[config.mk]
export PLATFORM = sky130hd
export DESIGN_NAME = png_text_chunk_extractor
export DESIGN_NICKNAME = d
export VERILOG_FILES = /design/src/rtl/pte_pkg.sv /design/src/rtl/pte_front.sv /design/src/rtl/pte_queue.sv /design/src/rtl/pte_back.sv /design/src/rtl/png_text_chunk_extractor.sv
export VERILOG_INCLUDE_DIRS = /design/src /design/src/rtl
export SDC_FILE = /design/constraint.sdc
export NUM_CORES = 1
export LEC_CHECK = 0
export BUFFER_PORTS_ARGS = -buffer_cell sky130_fd_sc_hd__clkbuf_2
export CORE_MARGIN = 2
export CORE_UTILIZATION = 42
export DETAILED_ROUTE_END_ITERATION = 10
export GPL_ROUTABILITY_DRIVEN = 0
export HOLD_SLACK_MARGIN = 0.05
export REMOVE_ABC_BUFFERS = 1
export SYNTH_ARGS = -nofsm -noshare
export SYNTH_HDL_FRONTEND = slang
export SYNTH_HIERARCHICAL = 1
export SYNTH_SLANG_ARGS = --single-unit
[constraint.sdc]
create_clock -name clk_i -period 6.7 [get_ports clk_i]
set_clock_uncertainty 0.2 [all_clocks]
set_input_delay 0.67 -clock clk_i [delete_from_list [all_inputs] [get_ports clk_i]]
set_output_delay 0.67 -clock clk_i [all_outputs]
set_load 0.01 [all_outputs]
[src/rtl/png_text_chunk_extractor_macros.svh]
// assertion helpers shared by pte_front and pte_queue
`ifndef PNG_TEXT_CHUNK_EXTRACTOR_MACROS_SVH
`define PNG_TEXT_CHUNK_EXTRACTOR_MACROS_SVH

// same-cycle implication, checked out of reset
`define PTE_ASSERT_IMPLY(label, clk, rst_n, ante, cons) \
  label: assert property (@(posedge clk) disable iff (!rst_n) (ante) |-> (cons)) \
    else $error("pte assertion failed");

// next-cycle implication, checked out of reset
`define PTE_ASSERT_NEXT(label, clk, rst_n, ante, cons) \
  label: assert property (@(posedge clk) disable iff (!rst_n) (ante) |=> (cons)) \
    else $error("pte assertion failed");

`endif

[src/rtl/pte_pkg.sv]
package pte_pkg;

  // tags matched against the byte window
  localparam logic [31:0] TagIhdr  = 32'h49484452;
  localparam logic [31:0] TagText  = 32'h74455874;
  localparam logic [31:0] TagItxt  = 32'h69545874;
  localparam logic [39:0] TagIdatx = 40'h4944415478;

  localparam logic [2:0] ItxtSkip   = 3'd4;
  localparam logic [2:0] CheckGuard = 3'd3;
  localparam logic [2:0] ResumeMax  = 3'd7;

  // result queue between front and back
  localparam int unsigned QDepth = 2;
  localparam int unsigned QPtrW  = $clog2(QDepth);
  localparam int unsigned QCntW  = $clog2(QDepth + 1);

  typedef enum logic [2:0] {
    PH_SEEK    = 3'd0,
    PH_SCAN    = 3'd1,
    PH_KEY     = 3'd2,
    PH_SKIP    = 3'd3,
    PH_VALUE   = 3'd4,
    PH_DRAIN   = 3'd5,
    PH_ENDMARK = 3'd6,
    PH_STOP    = 3'd7
  } phase_e;

  typedef enum logic [2:0] {
    KIND_KEY       = 3'd0,
    KIND_VALUE     = 3'd1,
    KIND_ENTRY_END = 3'd2,
    KIND_ERROR     = 3'd3,
    KIND_DONE      = 3'd4
  } kind_e;

  typedef struct packed {
    kind_e      kind;
    logic [7:0] text_byte;
  } pte_res_t;

  // queue status seen by the top-level input gate and back
  typedef struct packed {
    logic full;
    logic not_empty;
  } pte_qstat_t;

endpackage

[src/rtl/pte_front.sv]
`include "png_text_chunk_extractor_macros.svh"

module pte_front import pte_pkg::*; (
  input  logic       clk_i,
  input  logic       rst_ni,
  input  logic       acc_i,
  input  logic [7:0] data_byte_i,
  input  logic       end_of_file_i,
  output logic       push_o,
  output pte_res_t   res_o
);

  logic [63:0] win_q, win_d;
  phase_e      phase_q, phase_d;
  logic [31:0] remain_q, remain_d;
  logic        intl_q, intl_d;
  logic [2:0]  skip_q, skip_d;
  logic [2:0]  guard_q, guard_d;
  logic [2:0]  resume_q, resume_d;

  logic [63:0] win_new;
  logic [31:0] low32;
  logic [31:0] remain_dec;
  logic [2:0]  resume_inc;
  logic [2:0]  skip_dec;
  logic        err;
  logic        emit;
  kind_e       kind;
  logic [7:0]  tbyte;

  // parse state
  always_ff @(posedge clk_i or negedge rst_ni) begin
    if (!rst_ni) begin
      win_q    <= '0;
      phase_q  <= PH_SEEK;
      remain_q <= '0;
      intl_q   <= 1'b0;
      skip_q   <= '0;
      guard_q  <= '0;
      resume_q <= '0;
    end else if (acc_i) begin
      win_q    <= win_d;
      phase_q  <= phase_d;
      remain_q <= remain_d;
      intl_q   <= intl_d;
      skip_q   <= skip_d;
      guard_q  <= guard_d;
      resume_q <= resume_d;
    end
  end

  assign win_new    = {win_q[55:0], data_byte_i};
  assign low32      = win_new[31:0];
  assign remain_dec = remain_q - 32'd1;
  assign resume_inc = (resume_q < ResumeMax) ? resume_q + 3'd1 : resume_q;
  assign skip_dec   = skip_q - 3'd1;

  // classify one byte and step the phase
  always_comb begin
    win_d    = win_new;
    phase_d  = phase_q;
    remain_d = remain_q;
    intl_d   = intl_q;
    skip_d   = skip_q;
    guard_d  = guard_q;
    resume_d = resume_q;
    err      = 1'b0;
    emit     = 1'b0;
    kind     = KIND_KEY;
    tbyte    = data_byte_i;
    case (phase_q)
      PH_SEEK: begin
        if (low32 == TagIhdr) begin
          phase_d  = PH_SCAN;
          resume_d = 3'd4;
          guard_d  = '0;
        end
      end
      PH_SCAN: begin
        if (guard_q != 3'd0) begin
          err     = 1'b1;
          guard_d = guard_q - 3'd1;
        end
        resume_d = resume_inc;
        if (resume_inc >= 3'd5 && win_new[39:0] == TagIdatx) begin
          phase_d = PH_STOP;
        end else if (resume_inc >= 3'd4 && (low32 == TagText || low32 == TagItxt)) begin
          err      = 1'b1;
          intl_d   = (low32 == TagItxt);
          remain_d = win_new[63:32];
          phase_d  = (win_new[63:32] == 32'd0) ? PH_ENDMARK : PH_KEY;
        end
      end
      PH_KEY: begin
        err = 1'b1;
        if (data_byte_i == 8'd0) begin
          if (intl_q) begin
            skip_d  = ItxtSkip;
            phase_d = PH_SKIP;
          end else begin
            phase_d = PH_VALUE;
          end
        end else begin
          emit = 1'b1;
          kind = KIND_KEY;
        end
        remain_d = remain_dec;
        if (remain_dec == 32'd0) phase_d = PH_ENDMARK;
      end
      PH_SKIP: begin
        err    = 1'b1;
        skip_d = skip_dec;
        if (skip_dec == 3'd0) phase_d = PH_VALUE;
        remain_d = remain_dec;
        if (remain_dec == 32'd0) phase_d = PH_ENDMARK;
      end
      PH_VALUE: begin
        err = 1'b1;
        if (data_byte_i == 8'd0) begin
          phase_d = PH_DRAIN;
        end else begin
          emit = 1'b1;
          kind = KIND_VALUE;
        end
        remain_d = remain_dec;
        if (remain_dec == 32'd0) phase_d = PH_ENDMARK;
      end
      PH_DRAIN: begin
        err      = 1'b1;
        remain_d = remain_dec;
        if (remain_dec == 32'd0) phase_d = PH_ENDMARK;
      end
      PH_ENDMARK: begin
        err      = 1'b1;
        emit     = 1'b1;
        kind     = KIND_ENTRY_END;
        tbyte    = 8'd0;
        phase_d  = PH_SCAN;
        guard_d  = CheckGuard;
        resume_d = '0;
        skip_d   = '0;
      end
      default: begin
      end
    endcase
    // end of file overrides and restarts
    if (end_of_file_i) begin
      emit     = 1'b1;
      kind     = err ? KIND_ERROR : KIND_DONE;
      tbyte    = 8'd0;
      win_d    = '0;
      phase_d  = PH_SEEK;
      remain_d = '0;
      intl_d   = 1'b0;
      skip_d   = '0;
      guard_d  = '0;
      resume_d = '0;
    end
  end

  assign push_o          = acc_i && emit;
  assign res_o.kind      = kind;
  assign res_o.text_byte = tbyte;

  `PTE_ASSERT_IMPLY(a_stop_silent, clk_i, rst_ni,
    acc_i && phase_q == PH_STOP && !end_of_file_i, !push_o)
  `PTE_ASSERT_IMPLY(a_eof_pushes, clk_i, rst_ni,
    acc_i && end_of_file_i, push_o && (res_o.kind == KIND_ERROR || res_o.kind == KIND_DONE))
  `PTE_ASSERT_NEXT(a_eof_restarts, clk_i, rst_ni,
    acc_i && end_of_file_i, phase_q == PH_SEEK && win_q == 64'd0)

endmodule

[src/rtl/pte_queue.sv]
`include "png_text_chunk_extractor_macros.svh"

module pte_queue import pte_pkg::*; (
  input  logic       clk_i,
  input  logic       rst_ni,
  input  logic       push_i,
  input  pte_res_t   push_data_i,
  input  logic       pop_i,
  output pte_res_t   pop_data_o,
  output pte_qstat_t stat_o
);

  pte_res_t           mem_q [QDepth];
  logic [QPtrW-1:0]   wr_q, wr_d;
  logic [QPtrW-1:0]   rd_q, rd_d;
  logic [QCntW-1:0]   cnt_q, cnt_d;

  // pointers and fill count
  always_ff @(posedge clk_i or negedge rst_ni) begin
    if (!rst_ni) begin
      wr_q  <= '0;
      rd_q  <= '0;
      cnt_q <= '0;
    end else begin
      wr_q  <= wr_d;
      rd_q  <= rd_d;
      cnt_q <= cnt_d;
    end
  end

  always_comb begin
    wr_d  = push_i ? wr_q + 1'b1 : wr_q;
    rd_d  = pop_i ? rd_q + 1'b1 : rd_q;
    cnt_d = cnt_q;
    if (push_i && !pop_i) cnt_d = cnt_q + 1'b1;
    if (pop_i && !push_i) cnt_d = cnt_q - 1'b1;
  end

  // entry storage
  always_ff @(posedge clk_i) begin
    if (push_i) mem_q[wr_q] <= push_data_i;
  end

  assign pop_data_o       = mem_q[rd_q];
  assign stat_o.full      = (cnt_q == QCntW'(QDepth));
  assign stat_o.not_empty = (cnt_q != '0);

  `PTE_ASSERT_IMPLY(a_no_overflow, clk_i, rst_ni, stat_o.full, !push_i || pop_i)
  `PTE_ASSERT_IMPLY(a_no_underflow, clk_i, rst_ni, pop_i, stat_o.not_empty)
  `PTE_ASSERT_NEXT(a_push_lands, clk_i, rst_ni, push_i && !pop_i, stat_o.not_empty)

endmodule

[src/rtl/pte_back.sv]
module pte_back import pte_pkg::*; (
  input  logic       clk_i,
  input  logic       rst_ni,
  input  pte_qstat_t qstat_i,
  input  pte_res_t   q_data_i,
  output logic       pop_o,
  input  logic       out_stall_i,
  output logic       out_valid_o,
  output pte_res_t   out_res_o
);

  logic     vld_q, vld_d;
  pte_res_t res_q;
  logic     take;

  // output register refills when empty or when its beat is taken
  assign take  = !vld_q || !out_stall_i;
  assign pop_o = take && qstat_i.not_empty;
  assign vld_d = take ? qstat_i.not_empty : vld_q;

  always_ff @(posedge clk_i or negedge rst_ni) begin
    if (!rst_ni) begin
      vld_q <= 1'b0;
    end else begin
      vld_q <= vld_d;
    end
  end

  always_ff @(posedge clk_i) begin
    if (pop_o) res_q <= q_data_i;
  end

  assign out_valid_o = vld_q;
  assign out_res_o   = res_q;

endmodule

[src/rtl/png_text_chunk_extractor.sv]
// channel | dir | valid      | stall       | payload
// input   | in  | in_valid_i | in_stall_o  | data_byte_i, end_of_file_i
// output  | out | out_valid_o| out_stall_i | kind_o, text_byte_o
//
// one file byte per cycle while the result queue is not full; the parse front decides
// each byte in the cycle it is taken; a result passes through a two-entry queue and
// then the output register
// input stalls only while the result queue is full
// reset puts the parser in the state of waiting for the header tag

module png_text_chunk_extractor import pte_pkg::*; (
  input  logic       clk_i,
  input  logic       rst_ni,
  input  logic       in_valid_i,
  output logic       in_stall_o,
  input  logic [7:0] data_byte_i,
  input  logic       end_of_file_i,
  output logic       out_valid_o,
  input  logic       out_stall_i,
  output logic [2:0] kind_o,
  output logic [7:0] text_byte_o
);

  logic       acc;
  logic       push;
  logic       pop;
  pte_res_t   push_data;
  pte_res_t   q_data;
  pte_res_t   out_res;
  pte_qstat_t qstat;

  assign in_stall_o = qstat.full;
  assign acc        = in_valid_i && !qstat.full;

  // parse front
  pte_front u_front (
    .clk_i         (clk_i),
    .rst_ni        (rst_ni),
    .acc_i         (acc),
    .data_byte_i   (data_byte_i),
    .end_of_file_i (end_of_file_i),
    .push_o        (push),
    .res_o         (push_data)
  );

  // result queue
  pte_queue u_queue (
    .clk_i       (clk_i),
    .rst_ni      (rst_ni),
    .push_i      (push),
    .push_data_i (push_data),
    .pop_i       (pop),
    .pop_data_o  (q_data),
    .stat_o      (qstat)
  );

  // output stage
  pte_back u_back (
    .clk_i       (clk_i),
    .rst_ni      (rst_ni),
    .qstat_i     (qstat),
    .q_data_i    (q_data),
    .pop_o       (pop),
    .out_stall_i (out_stall_i),
    .out_valid_o (out_valid_o),
    .out_res_o   (out_res)
  );

  assign kind_o      = out_res.kind;
  assign text_byte_o = out_res.text_byte;

endmodule
==> flow_summary.toml <==
[status]
status = "finished, final reports clean"

[timing]
maxSlewHeadroom = 0.330
max_freq_ghz = 0.267
tightestPinTransition_ns = 1.00
rsz0062_at_grt = "no"
fin_crit_sh = 0.559
slew_viol_final = 0
setup-violations-final = 0
min_period_ns = 3.75
setup_tns_ns = 0
hold_viol_final = 0
setup_slack_ns = 2.95

[job]
max_cap_viol_count = 0

[placement]
dp.cells = 976
post-place-ws_ns = 3.16
hpwl_mm = 12.4
portBuffers = 25

[pwr]
seqPwrFrac = 0.329
power_frac_clock = 0.204
comb_power_share = 0.467
ir_worst_vdd_mv = 0.253
p_leak_nw = 3.32
switching_power_mw = 1.92
power.density_nw_per_um2 = 527
cell_internal_pwr_mw = 2.37
swShare = 0.447

[logic_synthesis]
synth_common_cells = "106 x dfrtp_1, 84 x o21ai_0, 71 x nor2_1, 42 x a21oi_1, 42 x clkbuf_1"
yosys-top-cells-area = "dfrtp_1 36%, edfxtp_1 14%, o21ai_0 5.7%"
synthArstFlopShare = 0.763
ys_types = 73
yosys_most_used_dff = "dfrtp_1"
ys_ff_latch = 139
syn-instance-count = 767
ys_warn_count = 6
synth_top_area_cell = "dfrtp_1"
netlist_area_um2 = 7310
yosysSeqAreaShare = 0.498
synth_most_common_cell = "dfrtp_1"
synth_top_cell_area_share = 0.363
synth_edf_count = 33
avgSynthCellArea_um2 = 9.54

[global_route]
grt_pass1_wl_mm = 30.6
antenna_found_initial = 0
grt_max_degree = 100
grt-ovfl-total = 0
grt_usage = 0.213
grt_pass1_vias = 5921

[final_layout]
final_util = 0.474
drive_gt1_frac = 0.154
area_delta_synth_final_pct = 11.2
fin_cells = 1009
antennaDiodeCount = 0
final_nets = 792

[floorplanning]
initial_utilization = 0.426
core_area_um2 = 17200
die_width_um = 136
ios = 26
die_h_um = 136
die_area_um2 = 18500
rows = 48

[cts]
tritoncts = "built"
post_cts_buffers = 0
cts_max_level = 4
clockBufferDepth = 2
cts.clk_slew.worst_paths_ns = 0.06
clk_latency_ns = 0.43
numCtsBuffers = 17
cts.repair.resized = 0
clock-sinks = 139
cts_root_buf = "clkbuf_16"

[worst_setup_path]
end_kind = "flop"
crit_type = "reg2reg"
r2r_slack_ns = 2.95
worstPathArrival_ns = 3.85
startpoint_type = "flop"
crit_path_max_fanout = 7
cp.required_ns = 6.80

[routing]
detail-route-antenna-nets = 0
num_vias = 6129
wl_per_cell_um = 18.5
drtIter0Drc = 812
wirelength_mm = 18.7
drcViolationCount = 0
via_per_inst = 6.07
drtPass1Iterations = 6

[hold_path]
min-delay-path-class = "in2reg"
-- critical path, cell delays in order (launching register included) --
cell	delay [ns]
dfrtp_1	0.41
inv_1	0.09
ha_1	0.22
nor4b_2	0.59
and3_1	0.41
nand3_1	0.11
a2111oi_0	0.65
o2111a_2	0.42
a31oi_1	0.13
o31ai_1	0.29
o21ai_1	0.08
-- layout make-up --
cell class / count / area, um2
Sequential cell: 139 / 3640
Clock inverter: 10 / 77.6
Multi-Input combinational cell: 544 / 3340
Fill cell: 1637 / 9040
Tap cell: 225 / 282
Inverter: 36 / 135
Timing Repair Buffer: 33 / 190
Clock buffer: 22 / 464
-- layer usage --
metal | wire (um) | up-vias | GRT usage | part of all wire
met5 | 0 | - | 0 | 0
li1 | - | 2835 | - | -
met3 | 899 | 32 | 0.0433 | 0.048
met2 | 8800 | 225 | 0.331 | 0.47
met1 | 8630 | 3037 | 0.293 | 0.46
met4 | 322 | 0 | 0.0839 | 0.017
-- cells by family (layout without fill, tap and decap cells) --
logic type                 after synthesis  count (layout)  synth area share
muxes                                   12              12            0.0183
xor gates and xnor gates                 8               8           0.00958
DFF                                    139             139             0.498
and+or+nand+nor                        282             282             0.209
adders and majority gates                8               8            0.0137
buffers and inverters                   84             101            0.0452
AOI/OAI and AO/OA                      234             234             0.207
-- cells in the final DEF (no fill, tap or decap), drive strengths merged, types with 8 or more instances in the layout --
master,netlist,layout
dfrtp,106,106
o21ai,89,89
nor2,71,71
clkbuf,42,46
a21oi,42,42
nor2b,40,40
nand2,39,39
inv,35,35
edfxtp,33,33
a31o,33,33
nand3,28,28
nor3,28,28
a31oi,18,18
nor4,17,17
mux2,11,11
o31ai,10,10
or3,9,9
and2,9,9
nand4,9,9
clkinv,1,9
buf,6,8
ha,8,8
-- stage by stage --
| step | power, mW | cell area (um2) | hold slack [ns] |
|---|---|---|---|
| 4_1_cts | 4.26 | 8140 | 0.269 |
| 2_1_floorplan | 2.77 | 7120 | 0.174 |
| 6_report | 4.28 | 8140 | 0.277 |
| 5_1_grt | 4.58 | 8140 | 0.272 |
| 3_3_place_gp | 3.31 | 7580 | 0.266 |
| 3_5_place_dp | 3.37 | 7580 | 0.283 |
-- path summary, 6_finish.rpt --
check	startpoint	end	cells past startpoint
max in group asynchronous	rst_ni	u_front/remain_q[8]	3
hold / removal	out_stall_i	u_back/out_valid_o	2
hold reg to reg	u_queue/cnt_q[1]	u_queue/cnt_q[1]	1
min in group asynchronous	rst_ni	u_back/out_valid_o	2
setup / recovery	u_front/remain_q[0]	u_front/phase_q[0]	10
setup reg to reg	u_front/remain_q[0]	u_front/phase_q[0]	10
-- timing repair --
action,CTS,global route
setup endpoints to repair,0,0
endpoints found under the hold margin,34,0
hold buffers,1,0
-- registers in the layout, indices dropped and copies added (netlist names) --
register / flops
u_front/win_q: 56
u_front/remain_q: 32
u_queue/mem_q: 22
u_back/out_res_o: 11
u_front/guard_q: 3
u_front/phase_q: 3
u_front/resume_q: 3
u_front/skip_q: 3
u_queue/cnt_q: 2
u_back/out_valid_o: 1
u_front/intl_q: 1
u_queue/rd_q: 1
u_queue/wr_q: 1
-- power by group through the flow --
| stage | Clock, mW | Sequential, mW | Combinational (mW) |
|---|---|---|---|
| finish | 0.874 | 1.41 | 2.00 |
| global route | 0.926 | 1.45 | 2.21 |
| CTS | 0.890 | 1.40 | 1.97 |
| detailed placement | 0 | 1.41 | 1.95 |
| global placement | 0 | 1.40 | 1.91 |
| floorplan | 0 | 1.35 | 1.42 |
Note: power is estimated with default switching activity, not from simulation.
